**src/hdl/nrtp_ram.sv**
```systemverilog
`timescale 1ns / 1ps

module nrtp_ram #(
    parameter int WIDTH = 8,
    parameter int DEPTH = 16
) (
    input  logic                                           clk,
    input  logic                                           we,
    input  logic [((DEPTH > 1) ? $clog2(DEPTH) : 1)-1:0]   waddr,
    input  logic [WIDTH-1:0]                               wdata,
    input  logic [((DEPTH > 1) ? $clog2(DEPTH) : 1)-1:0]   raddr,
    output logic [WIDTH-1:0]                               rdata
);

    logic [WIDTH-1:0] mem [DEPTH];

    // Single write port
    always_ff @(posedge clk)
    begin
        if (we)
        begin
            mem[waddr] <= wdata;
        end
    end

    // Registered read port
    always_ff @(posedge clk)
    begin
        rdata <= mem[raddr];
    end

endmodule

```
**config.mk**
```make
export PLATFORM = sky130hd
export DESIGN_NAME = nrtp_ram
export DESIGN_NICKNAME = d
export VERILOG_FILES = /design/src/hdl/nrtp_ram.sv
export SDC_FILE = /design/constraint.sdc
export NUM_CORES = 1
export LEC_CHECK = 0
export ABC_AREA = 1
export BUFFER_PORTS_ARGS = -buffer_cell sky130_fd_sc_hd__buf_2
export CAP_MARGIN = 10
export CORE_MARGIN = 4
export CORE_UTILIZATION = 41
export DETAILED_ROUTE_END_ITERATION = 6
export SYNTH_ARGS = -nofsm -noshare
export SYNTH_HDL_FRONTEND = slang
export SYNTH_SLANG_ARGS = --single-unit
```
**constraint.sdc**
```tcl
create_clock -name clk -period 1.05 [get_ports clk]
set_clock_uncertainty 0.15 [all_clocks]
set_input_delay 0 -clock clk [delete_from_list [all_inputs] [get_ports clk]]
set_output_delay 0 -clock clk [all_outputs]
set_load 0.02 [all_outputs]
```
==> metrics.txt <==
status complete, but fails checks; violated checks hold timing, setup timing; GRT Total Usage 0.173; CTS Buf Count 17; share of cells above drive strength 1 0.217; Core Util, Final 0.522; fin cells 807; FMAX 0.908 GHz; critical path class flip-flop to flip-flop; FF+latch count, synth 136; Mapped Cells 551; period utilization 1.05; dpl cell area 6290 sq um; Worst Hold Depth 4; largest net degree at the start of global routing 44; worst slack, placed -184 ps; Core Area 13800 sq um; CTS root buffer clkbuf_16; pwr dens 1780 nW/um^2; WHS -67.1 ps; Max-Cap Viols 0; final WL 13.3 mm; initial antenna violation count 0; pin slew with the least headroom to its limit 498 ps; Total Power 12.8 mW; Final Max Tran Viols 0; Distinct cells, synth 12; DR WL/cell 16.5 um; Die Span X 127 um; area of the multi-input gates 1420 sq um; Final ANT Viol Nets 0; final hold vios 5; Post-Syn Area 5770 sq um; 1st-iter DRT viols 424; post-DR vias/cell 4.87; Crit. End Element flip-flop; gpl congestion 0.816; DP HPWL 8.11 mm; Crit Path Max Fanout 1; Initial DRT Pass Iterations 5; # placed instances 763; Boundary Pins 26; Fillers 1206; most common cell after layout, fill and taps aside nand2_1; nets 632; Initial Utilization 0.417; Worst slew margin 0.667; first-pass GRT wire length 20.8 mm; via count 3927; post-synthesis net count 569; number of global-route vias before repair 3726; Clock Pin Slew Worst Setup and Hold Paths 60 ps; Worst Hold Class input port to flip-flop; final setup vio count 9; area delta synth->final 25.1%; mean post-synth cell area 10.5 sq um; Post-CTS Setup Bufs 0; grt total ovfl 0; leakage power 3.12 nW; num rows 43; port bufs 25; Arrival @ worst endpoint 1260 ps; Max clock buf depth 2; CTS Sinks 136; Worst setup SP type flip-flop; Critical Path RT 1210 ps; Ys Warns 0; n_diodes 0; post-synthesis sequential area ratio 0.694; CTS tree done; fin crit period 1100 ps; RSZ-0062 raised after global routing yes; DRC 0; die area 16000 sq um; Final Worst Setup Slack -51.7 ps; Reg area 4010 sq um; Worst-Skew Late Latency 420 ps; Die Ht 127 um; Final Cell Area 7210 sq um; most frequent cells in the layout nand2_1, edfxtp_1, inv_1; CTS Hold Buffers Added 12; H-Tree Depth 4; reg2reg path depth 6; maximum VDD drop 0.940 mV
==> state kept, by name (all words and copies together) (netlist names) <==
signal / count
mem: 128
rdata: 8
==> where the power goes <==
group | leakage [nW] | internal, mW | switching, mW | total [mW]
combinational | 1.62 | 0.334 | 0.617 | 0.951
clock | 0.281 | 3.51 | 2.27 | 5.78
sequential | 1.22 | 6.07 | 0.0344 | 6.10
==> metal layers <==
layer	vias up	GRT usage	routed length [um]
met1	1880	0.233	5710
met3	18	0.0383	896
met5	-	0	0
met2	125	0.270	6410
met4	0	0.0732	302
li1	1904	-	-
==> path summary, 6_finish.rpt <==
kind                                 start  endpoint  slack [ps]
worst min register to register  mem[13][2]  rdata[2]         520
worst max register to register   mem[8][6]  rdata[6]         -50
worst max-delay path             mem[8][6]  rdata[6]         -50
worst min-delay path              raddr[3]  rdata[6]         -70
==> per-stage QoR <==
step / setup TNS, ps / hold WS (ps)
5_1_grt: -769 / -18.2
3_3_place_gp: -5160 / 217
6_report: -303 / -67.1
4_1_cts: -421 / -44.9
3_5_place_dp: -8410 / 220
2_1_floorplan: -4120 / -51.1
==> kinds of logic (layout without fill, tap and decap cells) <==
| kind of cell | count (synthesis) | count (layout) | share of synthesized area |
|---|---|---|---|
| buffers and inverters | 126 | 202 | 0.0952 |
| DFF | 136 | 136 | 0.694 |
| and+or+nand+nor | 289 | 289 | 0.210 |
==> worst max-delay path: stages (launching register included) <==
cell      delay [ps]
edfxtp_1         360
inv_1             70
nand2_1           80
nand3_2           90
nand3_2           90
nand3_2          100
nand2_1           60
==> cells in the mapped netlist <==
cell / n / area [sq um]
dfxtp_1: 8 / 160
buf_1: 1 / 3.75
inv_2: 2 / 7.51
edfxtp_1: 128 / 3840
buf_2: 13 / 65.1
buf_6: 6 / 67.6
buf_4: 4 / 30.0
inv_1: 100 / 375
nand3_1: 97 / 485
nand2_1: 173 / 649
nor2_1: 17 / 63.8
nand3b_1: 2 / 15.0
==> cell type report <==
type                            count  area share
Clock buffer                       18      0.0595
Clock inverter                     14      0.0210
Inverter                          102      0.0531
Multi-Input combinational cell    289       0.197
Sequential cell                   136       0.556
Tap cell                          180      0.0312
Timing Repair Buffer               68      0.0826
==> timing repair <==
action	4_1_cts	5_1_grt
hold endpoints to repair	136	4
resized for setup	12	38
pin swaps	10	27
setup endpoints to repair	10	12
Note: power is estimated with default switching activity, not from simulation.
