`src/hdl/nrtp_pkg.sv`:
```
`timescale 1ns / 1ps

package nrtp_pkg;

    // Field widths fixed by the item formats
    localparam int OP_W       = 2;
    localparam int CTX_FIELD_W = 4;
    localparam int REG_FIELD_W = 6;
    localparam int TIME_W     = 32;
    localparam int TOTAL_W    = 48;
    localparam int COUNT_W    = 32;
    localparam int STATUS_W   = 2;

    // Operation codes
    localparam logic [OP_W-1:0] OP_START = 2'd0;
    localparam logic [OP_W-1:0] OP_END   = 2'd1;
    localparam logic [OP_W-1:0] OP_READ  = 2'd2;

    // Result status codes
    localparam logic [STATUS_W-1:0] ST_OK    = 2'd0;
    localparam logic [STATUS_W-1:0] ST_FULL  = 2'd1;
    localparam logic [STATUS_W-1:0] ST_EMPTY = 2'd2;

    typedef struct packed {
        logic [OP_W-1:0]        operation;
        logic [CTX_FIELD_W-1:0] context_req;
        logic [REG_FIELD_W-1:0] region;
        logic [TIME_W-1:0]      timestamp;
    } req_item_t;

    typedef struct packed {
        logic [STATUS_W-1:0]    status;
        logic [REG_FIELD_W-1:0] region_out;
        logic [TIME_W-1:0]      elapsed;
        logic [TIME_W-1:0]      max_elapsed;
        logic [TIME_W-1:0]      min_elapsed;
        logic [TOTAL_W-1:0]     total_elapsed;
        logic [COUNT_W-1:0]     call_count;
        logic [TIME_W-1:0]      average_elapsed;
    } rsp_item_t;

    // One region's statistics record, as held in the statistics memory
    typedef struct packed {
        logic [TIME_W-1:0]  last;
        logic [TIME_W-1:0]  max;
        logic [TIME_W-1:0]  min;
        logic [TOTAL_W-1:0] total;
        logic [COUNT_W-1:0] calls;
    } stats_t;

    localparam stats_t STATS_RESET = '{
        last:  '0,
        max:   '0,
        min:   '1,
        total: '0,
        calls: '0
    };

endpackage

```
`src/hdl/nrtp_div.sv`:
```
`timescale 1ns / 1ps

module nrtp_div
    import nrtp_pkg::*;
(
    input  logic               clk,
    input  logic               rst_n,
    input  logic               start,
    input  logic [TOTAL_W-1:0] dividend,
    input  logic [COUNT_W-1:0] divisor,
    output logic               done,
    output logic [TIME_W-1:0]  quotient
);

    localparam int HI_W  = TOTAL_W - COUNT_W;
    localparam int CNT_W = $clog2(COUNT_W + 1);

    logic               busy_reg, busy_next;
    logic               done_reg, done_next;
    logic [CNT_W-1:0]   cnt_reg, cnt_next;
    logic [COUNT_W-1:0] rem_reg, rem_next;
    logic [COUNT_W-1:0] quo_reg, quo_next;
    logic [COUNT_W-1:0] dvs_reg, dvs_next;

    logic [COUNT_W:0]   shifted;
    logic [COUNT_W:0]   diff;
    logic               fits;

    // One restoring step: shift in the next dividend bit, subtract if it fits
    assign shifted = {rem_reg, quo_reg[COUNT_W-1]};
    assign fits    = shifted >= {1'b0, dvs_reg};
    assign diff    = shifted - {1'b0, dvs_reg};

    always_comb
    begin
        busy_next = busy_reg;
        done_next = 1'b0;
        cnt_next  = cnt_reg;
        rem_next  = rem_reg;
        quo_next  = quo_reg;
        dvs_next  = dvs_reg;

        if (start)
        begin
            dvs_next = divisor;
            if (divisor == '0)
            begin
                // no calls yet: average reads zero
                quo_next  = '0;
                done_next = 1'b1;
            end
            else if ({{(COUNT_W - HI_W){1'b0}}, dividend[TOTAL_W-1:COUNT_W]} >= divisor)
            begin
                // quotient would not fit in 32 bits
                quo_next  = '1;
                done_next = 1'b1;
            end
            else
            begin
                rem_next  = COUNT_W'(dividend[TOTAL_W-1:COUNT_W]);
                quo_next  = dividend[COUNT_W-1:0];
                cnt_next  = CNT_W'(COUNT_W);
                busy_next = 1'b1;
            end
        end
        else if (busy_reg)
        begin
            // remainder stays below the divisor, so the top bit is always clear
            rem_next = fits ? diff[COUNT_W-1:0] : shifted[COUNT_W-1:0];
            quo_next = {quo_reg[COUNT_W-2:0], fits};
            cnt_next = cnt_reg - CNT_W'(1);
            if (cnt_reg == CNT_W'(1))
            begin
                busy_next = 1'b0;
                done_next = 1'b1;
            end
        end
    end

    // Control state
    always_ff @(posedge clk or negedge rst_n)
    begin
        if (!rst_n)
        begin
            busy_reg <= 1'b0;
            done_reg <= 1'b0;
            cnt_reg  <= '0;
        end
        else
        begin
            busy_reg <= busy_next;
            done_reg <= done_next;
            cnt_reg  <= cnt_next;
        end
    end

    // Datapath
    always_ff @(posedge clk)
    begin
        rem_reg <= rem_next;
        quo_reg <= quo_next;
        dvs_reg <= dvs_next;
    end

    assign done     = done_reg;
    assign quotient = quo_reg;

endmodule

```
`config.mk`:
```
export PLATFORM = sky130hd
export DESIGN_NAME = nrtp_div
export DESIGN_NICKNAME = d
export VERILOG_FILES = /design/src/hdl/nrtp_pkg.sv /design/src/hdl/nrtp_div.sv
export SDC_FILE = /design/constraint.sdc
export NUM_CORES = 1
export LEC_CHECK = 0
export BUFFER_PORTS_ARGS = -buffer_cell sky130_fd_sc_hd__buf_2
export CORE_ASPECT_RATIO = 2
export CORE_UTILIZATION = 25
export DETAILED_ROUTE_END_ITERATION = 6
export SYNTH_ARGS = -nofsm -noshare
export SYNTH_HDL_FRONTEND = slang
export SYNTH_SLANG_ARGS = --single-unit
```
`constraint.sdc`:
```
create_clock -name clk -period 6.8 [get_ports clk]
set_input_delay 1.36 -clock clk [delete_from_list [all_inputs] [get_ports clk]]
set_output_delay 1.36 -clock clk [all_outputs]
set_load 0.01 [all_outputs]
```
==> results.txt <==
Portion of the clock cycle consumed by the worst path in the final layout = 58.4%
Number of DRC markers after the initial detailed-route iteration = 278
Number of nets in the final layout = 948
DP Wirelength = 14800 microns
Fin. max-slew vios = 0
Power Total = 2760 uW
Layout overhead on the synthesized area = 18.4%
Worst setup path class = in2reg
Maximum clock frequency = 0.252 GHz
Chip Width = 118 microns
DR WL/cell = 16.8 microns
Sw power = 1090 uW
Number of detailed-route iterations in the first pass = 5
Vias = 5799
Post-synthesis instance area = 6710 sq um
Ys async rst share = 7.69%
Worst Setup Slack post-DPL = 2.39 ns
Residual overflow from global routing = 0
Worst Setup EP = rem_reg[24]$_SDFFCE_PP0P_
Detailed-route wire length = 19600 microns
Sequential fraction of design power = 34.3%
Initial antenna violation count = 0
Overall global routing resource usage = 14.5%
Number of nets produced by synthesis = 851
Max capacitance violation total = 0
Proportion of synthesized chip area in sequential cells = 45.9%
Library cell with the highest instance count after synthesis = a21oi_1
Cell taking the most area after synthesis = edfxtp_1
EDFF count, synth = 96
Total Negative Setup Slacks = 0 ns
Reg-to-Reg End = quotient[0]$_DFFE_PP_
Beginning of the critical path = divisor[21]
Worst clock skew on the final layout = 0.0149 ns
Int Pwr = 1670 uW
Post-Syn Instances = 717
Effective utilization at floorplan = 25.5%
Worst IR drop on VDD = 0.000168 V
Setup violation total in the final timing report = 0
Postcts setup bufs = 0
Number of distinct library cell variants in the gate-level netlist after synthesis = 51
Final Critical Period = 3.97 ns
Deepest clock path buffer count = 2
Final count of hold timing violations = 0
Post-Synthesis Mean Instance Area = 9.36 sq um
CTS Root Cell = clkbuf_16
Largest fanout on the critical path = 32
Combinational group share of total power = 44.6%
Synthesized flop and latch total = 104
TritonCTS clock tree = built
Clk sink count = 104
Setup slack of the worst register-to-register path = 2.98 ns
Hold Worst Slack = 0.541 ns
Worst reg-to-reg path cell count = 9
Count of input and output buffers = 115
Cell row count = 84
Post-CTS sizing = 0
Routed via count divided by cell count = 4.99
Worst EP required = 6.70 ns
Core Area = 26400 sq um
H-tree levels = 3
Antenna-violating nets left = 0
Worst hold path type = reg2reg
Share of post-route cells with drive strength above 1 = 17.3%
Number of ports placed on the die boundary = 116
Unrepaired setup endpoints after global routing = no
Reg2Reg Launch Point = rem_reg[9]$_DFFE_PP_
Top cell type's share of synthesized area = 42.9%
Clock transition at the registers of the reported paths = 0.08 ns
Power Density = 347 nW/um^2
GP Congestion = 0.861
Maximum number of pins on one net before global-route repair = 89
Least-Margin Pin Slew = 1.08 ns
Remaining routing DRC violations = 0
Result of the run = finished, final reports clean
Leakage power summed over all cells = 0.00335 uW
Clock Latency Late Sink = 0.37 ns
Max-Slew Margin vs Limit = 27.6%
Most area-consuming cells after synthesis = edfxtp_1, ha_1, a21oi_1, o21ai_0, inv_1
Most frequently used flop master after synthesis = edfxtp_1
Inserted Clock Buffers = 9
Sort of element at the end of the critical path = flop
Yosys synthesis warning count = 0
Data arrival time of the critical path = 3.87 ns
Kind of launch point of the worst setup path = input port
List of most frequent post-synthesis cells = a21oi_1, edfxtp_1, inv_1, o21ai_0, nand2_1
Global-route wire length before repair = 30600 microns
Count of inserted antenna diode cells = 0
Share of total power consumed by net switching = 39.5%
Post-CTS Hold Buffers = 0
Chip Height = 234 microns
Setup ws final = 2.83 ns
Overall die area = 27600 sq um
Part of the total power dissipated in the clock network = 21.1%
Number of global-route vias before repair = 5781
-- per-layer routing --
layer  vias up  part of all wire, %  track usage, %
met5         -                    0               0
met4         0                  3.7            7.65
met3        35                  3.3            2.33
met2       153                   57            29.2
met1      2773                   36            13.8
li1       2838                    -               -
-- through the flow --
stage	util (%)	area, sq um	cells
floorplan	-	6710	717
global placement	28.9	7620	1147
detailed placement	28.9	7620	1147
CTS	30.1	7950	1163
global route	30.1	7950	1163
finish	30.1	7950	1163
-- power groups by stage --
stage / sequential (uW) / clock (uW) / combinational, uW
6_report: 946 / 584 / 1230
5_1_grt: 961 / 617 / 1370
4_1_cts: 946 / 600 / 1230
3_5_place_dp: 957 / 0 / 1220
3_3_place_gp: 957 / 0 / 1210
2_1_floorplan: 942 / 0 / 909
-- logic make-up (layout without fill, tap and decap cells) --
logic type               count (synthesis)  in the layout  synth area share [%]
flip-flops                             104            104                  45.9
buffers and inverters                  100            202                  5.74
adder cells (fa/ha/maj)                 51             51                  9.62
AO/OA/AOI/OAI                          253            253                  22.3
AND/OR/NAND/NOR                        188            188                  13.6
multiplexers                             2              2                 0.335
XOR/XNOR                                19             19                  2.48
-- critical path, cell delays in order --
cell     delay (ns)
buf_2          0.10
nor4_1         0.38
and4_1         0.75
inv_1          0.12
o21ai_0        0.46
nand2_2        0.65
-- layout by cell type, fill, tap and decap left out, drive strengths merged, types with 7 or more instances in the layout --
master    n
dfrtp     8
nand3    27
clkbuf    9
nand2b    7
a21o     13
o21ai    63
a31oi    18
or3      11
buf     120
edfxtp   96
xnor2    13
nor4     13
a21oi   112
nor2     40
inv      68
ha       50
nand2    59
-- cell type report --
type / instances / area, sq um
Inverter: 66 / 248
Clock buffer: 9 / 225
Timing Repair Buffer: 120 / 616
Fill cell: 2784 / 18400
Tap cell: 344 / 430
Sequential cell: 104 / 3080
Clock inverter: 7 / 101
Multi-Input combinational cell: 513 / 3250
-- worst min-delay path by stage --
stage	startpoint	endpoint	depth (start not counted)
global route	cnt_reg[5]$_DFFE_PN0P_	cnt_reg[5]$_DFFE_PN0P_	2
floorplan	cnt_reg[5]$_DFFE_PN0P_	cnt_reg[5]$_DFFE_PN0P_	2
detailed placement	cnt_reg[4]$_DFFE_PN0P_	cnt_reg[4]$_DFFE_PN0P_	2
CTS	cnt_reg[4]$_DFFE_PN0P_	cnt_reg[4]$_DFFE_PN0P_	2
global placement	cnt_reg[5]$_DFFE_PN0P_	cnt_reg[5]$_DFFE_PN0P_	2
finish	cnt_reg[5]$_DFFE_PN0P_	cnt_reg[5]$_DFFE_PN0P_	2
No activity file was read; power rests on OpenSTA's default activity.
